$ cat src/hw/rtl/mtte_pkg.sv
package mtte_pkg;

  // register widths
  localparam int SPC_W     = 25;
  localparam int CNT_REG_W = 4;
  localparam int VOL_W     = 15;
  localparam int CFG_W     = 25;
  localparam int CFG_IDX_W = 2;
  localparam int VOL_SHIFT = 14;

  // register reset values
  localparam logic [SPC_W-1:0]     SPACING_RST = 25'd5716253;
  localparam logic [CNT_REG_W-1:0] COUNT_RST   = 4'd3;
  localparam logic [VOL_W-1:0]     VOLUME_RST  = 15'd16384;

  // default geometry
  localparam int DEF_HISTORY_DEPTH = 131072;
  localparam int DEF_MAX_TAPS      = 8;
  localparam int DEF_SAMPLE_BITS   = 16;
  localparam int DEF_FRACTION_BITS = 8;

  typedef enum logic [CFG_IDX_W-1:0] {
    REG_SPACING = 2'd0,
    REG_COUNT   = 2'd1,
    REG_VOLUME  = 2'd2
  } cfg_reg_t;

  typedef enum logic [3:0] {
    ST_IDLE,
    ST_POS,
    ST_TAP_A,
    ST_TAP_B,
    ST_DRAIN1,
    ST_DRAIN2,
    ST_SCALE,
    ST_MAG,
    ST_RECIP,
    ST_DONE
  } state_t;

endpackage

$ cat src/hw/rtl/mtte_spmod.sv
module mtte_spmod #(
  parameter int HISTORY_DEPTH = mtte_pkg::DEF_HISTORY_DEPTH,
  parameter int FRACTION_BITS = mtte_pkg::DEF_FRACTION_BITS
) (
  input  logic                                     clk,
  input  logic                                     rst_n,
  input  logic                                     start,
  input  logic [mtte_pkg::SPC_W-1:0]               spacing,
  output logic                                     busy,
  output logic [$clog2(HISTORY_DEPTH)+FRACTION_BITS-1:0] residue
);
  import mtte_pkg::*;

  localparam int              PW   = $clog2(HISTORY_DEPTH) + FRACTION_BITS;
  localparam longint unsigned SPAN = longint'(HISTORY_DEPTH) << FRACTION_BITS;
  localparam int              SL   = $clog2(SPAN);
  localparam int              RSH  = SPC_W + SL;
  localparam int              RM_W = SPC_W + 1;
  localparam int              XM_W = SPC_W + RM_W;
  // ceil(2^RSH / span): (x * RM) >> RSH is the exact quotient for any spacing value
  localparam longint unsigned RM   = ((64'd1 << RSH) + SPAN - 1) / SPAN;

  logic [SPC_W-1:0] x_r;
  logic [XM_W-1:0]  xm_r;
  logic [SPC_W-1:0] rem_r;
  logic             step_r;
  logic [SPC_W-1:0] quo;
  logic [SPC_W-1:0] qs;

  // reciprocal product first, then back-multiply and subtract
  always_ff @(posedge clk) begin
    if (!rst_n) begin
      step_r <= 1'b0;
    end else begin
      step_r <= start;
    end
  end

  always_ff @(posedge clk) begin
    if (start) begin
      x_r  <= spacing;
      xm_r <= XM_W'(spacing) * XM_W'(RM);
    end
    if (step_r) begin
      rem_r <= x_r - qs;
    end
  end

  // quotient times span never exceeds the spacing; a span above it gives quotient 0
  always_comb begin
    quo = SPC_W'(xm_r >> RSH);
    qs  = SPC_W'(quo * SPC_W'(SPAN));
  end

  assign busy    = step_r;
  assign residue = PW'(rem_r);

endmodule

$ cat config.mk
export PLATFORM = sky130hd
export DESIGN_NAME = mtte_spmod
export DESIGN_NICKNAME = d
export VERILOG_FILES = /design/src/hw/rtl/mtte_pkg.sv /design/src/hw/rtl/mtte_spmod.sv
export SDC_FILE = /design/constraint.sdc
export NUM_CORES = 1
export LEC_CHECK = 0
export BUFFER_PORTS_ARGS = -buffer_cell sky130_fd_sc_hd__buf_2
export CORE_MARGIN = 5
export CORE_UTILIZATION = 45
export CTS_BUF_LIST = sky130_fd_sc_hd__clkbuf_8
export DETAILED_ROUTE_END_ITERATION = 10
export GPL_ROUTABILITY_DRIVEN = 0
export PLACE_DENSITY = 0.83
export SLEW_MARGIN = 25
export SYNTH_ARGS = -nofsm -noshare
export SYNTH_HDL_FRONTEND = slang
export SYNTH_SLANG_ARGS = --single-unit
$ cat constraint.sdc
create_clock -name clk -period 1.3 [get_ports clk]
set_input_delay 0.13 -clock clk [delete_from_list [all_inputs] [get_ports clk]]
set_output_delay 0.13 -clock clk [all_outputs]
set_load 0.01 [all_outputs]
=== Word-level counts from Yosys, hierarchy flattened ===
Cells that the tools add are included.

* Output and inout bits: 26
* Word-level logic and storage cells: 3
* Register bits after elaboration: 51

=== Depth between registers and ports, before layout ===
Gate-level depths: netlist (run 1).

* Word-level depth: 0
* Depth in mapped cells: 1
* Depth with buffers taken out: 1

=== Worst setup path after synthesis (run 1) ===
Ideal clock, no wire load.

* Kind: flip-flop to flip-flop
* Start point: reg step_r, in the netlist busy
* End point: reg rem_r[0], in the netlist residue[0] (enable)
* Setup time: 386 ps
* Buffers on the path: 0
* Setup slack: 36 ps
* Data required time: 914 ps
* Cell stages (with the launch flop): 1
* Data arrival time: 878 ps
* Cell sequence: dfxtp_1

{| class="wikitable"
|+ RTL lines
! element !! line !! text
|-
| start, declared || mtte_spmod.sv:26 || <nowiki>logic step_r;</nowiki>
|-
| start signal, assigned || mtte_spmod.sv:35 || <nowiki>step_r <= start;</nowiki>
|-
| end signal, assigned || mtte_spmod.sv:45 || <nowiki>rem_r <= x_r - qs;</nowiki>
|-
| end, declared || mtte_spmod.sv:25 || <nowiki>logic [SPC_W-1:0] rem_r;</nowiki>
|}

No word-level cell between the ends.

=== Worst setup path after layout (run 1) ===
* Start point: reg step_r, in the netlist busy
* End point: out busy

{| class="wikitable"
|+ RTL lines
! element !! line !! text
|-
| end, declared || mtte_spmod.sv:9 || <nowiki>output logic busy,</nowiki>
|}

No word-level cell between the ends.

==> results of run 1 <==
## cell families after synthesis
kind of cell	Yosys count	synth area share (%)
DFF	51	99.6
and+or+nand+nor	1	0.410
## per-stage QoR
step | hold slack, ns | cell area, µm² | total power, µW | utilization [%] | setup WS [ns]
global placement | 0.308 | 1890 | 2180 | 57.1 | 0.481
detailed placement | 0.309 | 1890 | 2190 | 57.1 | 0.462
CTS | 0.00152 | 1970 | 2970 | 59.5 | 0.156
floorplan | 0.229 | 1530 | 2050 | - | 0.0356
finish | 0.0130 | 2090 | 2960 | 63.2 | 0.176
global route | 0.000871 | 2090 | 3090 | 63.2 | 0.117
## worst paths after layout
path,start,to,slack (ns),cells after the start
setup / recovery,busy,busy,0.18,2
hold / removal,spacing[0],x_r[0],0.01,1
setup reg to reg,busy,residue[23],0.46,1
hold reg to reg,x_r[15],residue[15],0.42,0
## report_power, final
group / switching [µW] / total [µW] / internal [µW] / leakage (µW)
clock: 427 / 786 / 359 / 0.0000444
sequential: 29.4 / 1980 / 1950 / 0.000488
combinational: 97.0 / 199 / 102 / 0.000280
## registers in the layout, summed over array words and instances (netlist names)
name     count
busy         1
residue     25
x_r         25
## Yosys cell counts
cell and instances:
dfxtp_1 1, and2_1 1, edfxtp_1 50
## layout make-up
type / count / area [µm²]
clock buffers: 5 / 68.8
well taps: 46 / 57.6
repair buffers: 67 / 425
flip-flops and latches: 51 / 1520
fillers: 253 / 1220
clock inverters: 3 / 11.3
multi-input cells: 1 / 6.26
## layer usage
layer	GRT usage (%)	part of all wire (%)
met1	10.1	35
met4	8.19	1.8
met5	0	0
met2	16.5	56
met3	4.43	7.4
==> metrics.md, run 1 <==
| Metric | Value |
|---|---|
| Worst-Skew Late Latency | `around 0.29 ns` |
| Antenna diode count | `0` |
| Worst clock skew | `roughly 0.0035 ns` |
| Fin. max-slew vios | `0` |
| Share of the synthesized area in the top cell type | `98.3%` |
| Die width | `~68 µm` |
| Most frequent cells in the layout | `buf_2, edfxtp_1, dlygate4sd3_1` |
| Row cnt | `21` |
| Critical Path RT | `between 1 and 1.5 ns` |
| I/O pins | `54` |
| CTS tree | `built` |
| Final std cells w/o fill | `around 170` |
| GRT overflow | `0` |
| CP max-delay cell | `dfxtp_1` |
| Worst Setup End Kind | `output port` |
| Synth area leaders | `edfxtp_1, dfxtp_1, and2_1` |
| Clock root buffer | `clkbuf_8` |
| Unrepaired setup endpoints after global routing | `false` |
| Core region area | `approximately 0.0033 mm²` |
| # Post-CTS Setup Buffers | `0` |
| Post-synthesis area per instance | `between 20 and 30 µm²` |
| Die area | `roughly 0.0047 mm²` |
| Drt drc | `0` |
| Layout cell share with drive strength beyond 1 | `47.2%` |
| Starting DRT DRC Count | `15` |
| Bufs and invs on worst path | `2` |
| Initial Utilization | `between 40% and 50%` |
| Initial antenna violation count | `0` |
| Synth area leader | `edfxtp_1` |
| Syn Nets | `80` |
| Power Density | `roughly 1400 mW/mm²` |
| Data arrival, critical path | `0.99 ns` |
| Drt wl/cell | `about 14 µm` |
| Die Y-Extent | `between 60 and 70 µm` |
| Net count, final | `between 150 and 200` |
| TritonCTS buffer count | `5` |
| CTS H-tree lvls | `2` |
| CP startpoint kind | `register` |
| Slew Limit Headroom | `between 90 and 100%` |
| Max_cap viols | `0` |
| Crit path max fanout | `26` |
| Most common cell after layout, fill and taps aside | `buf_2` |
| Worst Tran Pin Value | `around 0.14 ns` |
| Sequential-to-total area share from yosys stat | `between 90 and 100%` |
| Reg clk slew, reported paths | `roughly 0.080 ns` |
| 1st-pass router iterations | `4` |
| Static Leak | `0.000812 µW` |
| Vias | `around 730` |
| Status | `completed` |
| GR Util All Layers | `slightly above 10%` |
| Largest net degree at the start of global routing | `27` |
| Slowest stage delay, CP | `about 0.36 ns` |
| Final setup fails | `0` |
| Final Cycle Share | `between 80 and 90%` |
| Fmax | `between 0.8 and 0.9 GHz` |
| Hold-fix buffers, CTS | `0` |
| Flops & latches, synth | `51` |
| Hold WC Path Type | `in2reg` |
| Final wirelength | `between 2000 and 2500 µm` |
| CP top delay family | `flip-flops` |
| Antenna-violating nets left | `0` |
| Vias in the first global route | `approximately 650` |
| Setup CP Type | `reg2out` |
| Setup TNS | `0 ns` |
| Yosys cell types | `3` |
| Global-route wire length before repair | `~3000 µm` |
| Max Root-Sink Buffers | `2` |
| Cell breakdown of the critical path | `buf_12 -> buf_2` |
| IO Port Bufs | `53` |
| Inst Count DP | `153` |
| Final hold vios | `0` |
| Area grow syn2layout | `36.9%` |
| Warnings from Yosys | `0` |
| Post-CTS sizing | `0` |
| Vias per inst | `4.21` |
| Post-Syn Area | `roughly 0.0015 mm²` |
| Clock period minus worst slack | `approximately 1.1 ns` |
| Peak supply drop | `0.807 mV` |
| Cells after synthesis | `52` |
| Clock Sink Count | `between 50 and 60` |
No activity file was read; power rests on OpenSTA's default activity.
==> run 2, diff against run 1 <==
--- a/config.mk
+++ b/config.mk
@@ -5,6 +5,7 @@
 export SDC_FILE = /design/constraint.sdc
 export NUM_CORES = 1
 export LEC_CHECK = 0
+export ABC_AREA = 1
 export BUFFER_PORTS_ARGS = -buffer_cell sky130_fd_sc_hd__buf_2
 export CORE_MARGIN = 5
 export CORE_UTILIZATION = 45
==> run 2 against run 1 <==
Net effect: worst setup slack improved by 0.0092 ns; design area decreased by 4.7%; combinational power decreased by 13%; clock skew about the same; first-iteration DRC count increased by 27%; count of clock-buffer cells in the layout unchanged; largest cell class unchanged; wire length decreased by 7.1%; critical path depth unchanged; sequential share of layout area increased by 3.6 points; sequential power about the same.
==> metrics.md, run 2 <==
| Metric | Value |
|---|---|
| Status | `completed (unchanged)` |
| Max_cap viols | `0 (unchanged)` |
| Post-Syn Area | `0.00153 mm² (about the same)` |
| Setup TNS | `0 ns (unchanged)` |
| Syn Nets | `81 (was 80)` |
| Hold depth | `1 (unchanged)` |
| Synth area leader | `edfxtp_1 (unchanged)` |
| Clock Sink Count | `51 (unchanged)` |
| Clock period minus worst slack | `1.12 ns (about the same)` |
| Reg area | `0.00152 mm² (unchanged)` |
| Slew Limit Headroom | `90.9% (was 91.0%)` |
| DP Worst Slack | `0.469 ns (was 0.462 ns)` |
| CTS H-tree lvls | `2 (unchanged)` |
| Data arrival, critical path | `0.99 ns (about the same)` |
| Vias per inst | `4.15 (was 4.21)` |
| Critical path endpoint | `busy (unchanged)` |
| Synth Area in Compound Gates | `0% (unchanged)` |
| Post-CTS sizing | `0 (unchanged)` |
| Final hold vios | `0 (unchanged)` |
| Antenna-violating nets left | `0 (unchanged)` |
| Post-synth EDFFs | `50 (unchanged)` |
| Starting DRT DRC Count | `19 (was 15)` |
| Setup CP Type | `reg2out (unchanged)` |
| Setup ws final | `0.185 ns (was 0.176 ns)` |
| CP startpoint kind | `register (unchanged)` |
| Vias in the first global route | `654 (was 649)` |
| Multi-input logic area | `3.75 µm² (was 6.26 µm²)` |
| Drt wl/cell | `13.4 µm (was 13.6 µm)` |
| Hold WC Path Type | `in2reg (unchanged)` |
| Unrepaired setup endpoints after global routing | `false (unchanged)` |
| Share of the synthesized area in the top cell type | `98.2% (was 98.3%)` |
| Final Cycle Share | `85.8% (was 86.5%)` |
| Net count, final | `145 (was 154)` |
| Leading register cell type out of synthesis | `edfxtp_1 (unchanged)` |
| Core region area | `0.00331 mm² (unchanged)` |
| GRT overflow | `0 (unchanged)` |
| Crit path from | `busy (unchanged)` |
| Drt drc | `0 (unchanged)` |
| Post-Synth Adder-Cell Area | `0% (unchanged)` |
| Reg clk slew, reported paths | `0.08 ns (about the same)` |
| Worst clock skew | `0.00401 ns (was 0.00355 ns)` |
| R2R cell count | `1 (unchanged)` |
| Largest net degree at the start of global routing | `27 (unchanged)` |
| Final setup fails | `0 (unchanged)` |
| Worst Tran Pin Value | `0.136 ns (was 0.135 ns)` |
| Most frequent cells in the layout | `buf_2, edfxtp_1, clkbuf_8 (was buf_2, edfxtp_1, dlygate4sd3_1)` |
| CTS tree | `built (unchanged)` |
| Final wirelength | `2190 µm (was 2360 µm)` |
| IO Port Bufs | `53 (unchanged)` |
| Vias | `681 (was 729)` |
| Simple-gate portion of the synthesized area | `0.245% (was 0.410%)` |
| Worst-Skew Late Latency | `0.28 ns (was 0.29 ns)` |
| Die Y-Extent | `68.3 µm (about the same)` |
| Synth async-reset ratio | `0% (unchanged)` |
| Static Leak | `0.000784 µW (was 0.000812 µW)` |
| Antenna diode count | `0 (unchanged)` |
| Peak supply drop | `0.738 mV (was 0.807 mV)` |
| Cells after synthesis | `53 (was 52)` |
| Initial Utilization | `46.2% (was 46.1%)` |
| Hold Slack | `0.0145 ns (was 0.0130 ns)` |
| GR Util All Layers | `9.49% (was 10.2%)` |
| Sequential-to-total area share from yosys stat | `99.5% (was 99.6%)` |
| I/O pins | `54 (unchanged)` |
| Area grow syn2layout | `30.4% (was 36.9%)` |
| 1st-pass router iterations | `4 (unchanged)` |
| Initial antenna violation count | `0 (unchanged)` |
| Global-route wire length before repair | `3030 µm (was 3090 µm)` |
| Warnings from Yosys | `0 (unchanged)` |
| Most common cell after layout, fill and taps aside | `buf_2 (unchanged)` |
| Reg2reg end | `residue[21] (was residue[23])` |
| Clock root buffer | `clkbuf_8 (unchanged)` |
| Fin. max-slew vios | `0 (unchanged)` |
| Post-synthesis mux area share | `0% (unchanged)` |
| Critical Path RT | `1.17 ns (about the same)` |
| Max Root-Sink Buffers | `2 (unchanged)` |
| Fmax | `0.897 GHz (was 0.889 GHz)` |
| Die width | `68.3 µm (about the same)` |
| Crit path max fanout | `26 (unchanged)` |
| Worst Setup End Kind | `output port (unchanged)` |
| Layout cell share with drive strength beyond 1 | `51.7% (was 47.2%)` |
| Largest family of logic cells by synthesized area | `buffers and inverters (was simple AND/OR/NAND/NOR gates)` |
| Count leader, synth | `edfxtp_1 (unchanged)` |
| Yosys cell types | `4 (was 3)` |
| Worst r2r src | `busy (unchanged)` |
| Synth area leaders | `edfxtp_1, dfxtp_1, inv_1 (was edfxtp_1, dfxtp_1, and2_1)` |
| R2R Setup Slk | `0.46 ns (about the same)` |
| Row cnt | `21 (unchanged)` |
| Post-synthesis area per instance | `28.8 µm² (was 29.4 µm²)` |
| TritonCTS buffer count | `5 (unchanged)` |
| Die area | `0.00466 mm² (about the same)` |
| Flops & latches, synth | `51 (unchanged)` |
| Power Density | `1480 mW/mm² (was 1420 mW/mm²)` |
| Power, Total | `2950 µW (was 2960 µW)` |
| Fill count | `250 (was 253)` |
| Xor-xnor portion of the synthesized cell area | `0% (unchanged)` |
| Top cells by count, synth | `edfxtp_1, dfxtp_1, inv_1, nand2_1 (was edfxtp_1, and2_1, dfxtp_1)` |
==> run 2: cell types whose count changed after synthesis <==
cell	delta
and2_1	-1
inv_1	+1
nand2_1	+1
==> run 2: power by group <==
group          switching [µW]  internal, µW
Combinational            92.2          82.1
Clock                     436           362
Sequential               30.0          1950
Total                     558          2390
==> run 2: how the worst min path moves through the flow <==
| stage | endpoint | from |
|---|---|---|
| 2_1_floorplan | busy | start |
| 3_3_place_gp | x_r[13] | spacing[13] |
| 3_5_place_dp | x_r[5] | spacing[5] |
| 4_1_cts | x_r[5] | spacing[5] |
| 5_1_grt | x_r[19] | spacing[19] |
| 6_report | x_r[10] | spacing[10] |
==> run 2: layout make-up <==
| cell class | count | share of cell area (%) |
|---|---|---|
| Sequential cell | 51 | 76.3 |
| Timing Repair Buffer | 57 | 16.3 |
| Clock buffer | 5 | 3.45 |
| Tap cell | 46 | 2.89 |
| Clock inverter | 3 | 0.628 |
| Multi-Input combinational cell | 1 | 0.188 |
| Inverter | 1 | 0.188 |
==> run 2: kinds of logic after synthesis <==
logic type | Yosys count
simple gates | 1
buf+inv | 1
flops | 51
==> run 2: metrics by stage <==
| step | std cells | cell area, µm² | util (%) |
|---|---|---|---|
| global placement | 154 | 1890 | 57.1 |
| CTS | 162 | 1970 | 59.6 |
| floorplan | 53 | 1530 | - |
| detailed placement | 154 | 1890 | 57.1 |
| finish | 164 | 1990 | 60.2 |
| global route | 164 | 1990 | 60.2 |
==> run 2: repair_timing <==
item | in CTS | in global routing
endpoints found under the hold margin | 0 | 2
setup buffers | 0 | 0
hold buffers | 0 | 2
==> run 2: worst max-delay path, stage by stage (launching register included) <==
cell and delay [ns]:
dfxtp_1 0.36, buf_12 0.18, buf_2 0.15
==> run 2: routing by layer <==
metal  wire length, µm  track usage, %  part of all wire [%]  vias to the layer above
li1                  -               -                     -                      336
met1               777            9.77                    35                      310
met2              1190            16.2                    54                       33
met3               204            3.94                   9.3                        2
met4                21            5.21                  0.96                        0
met5                 0               0                     0                        -
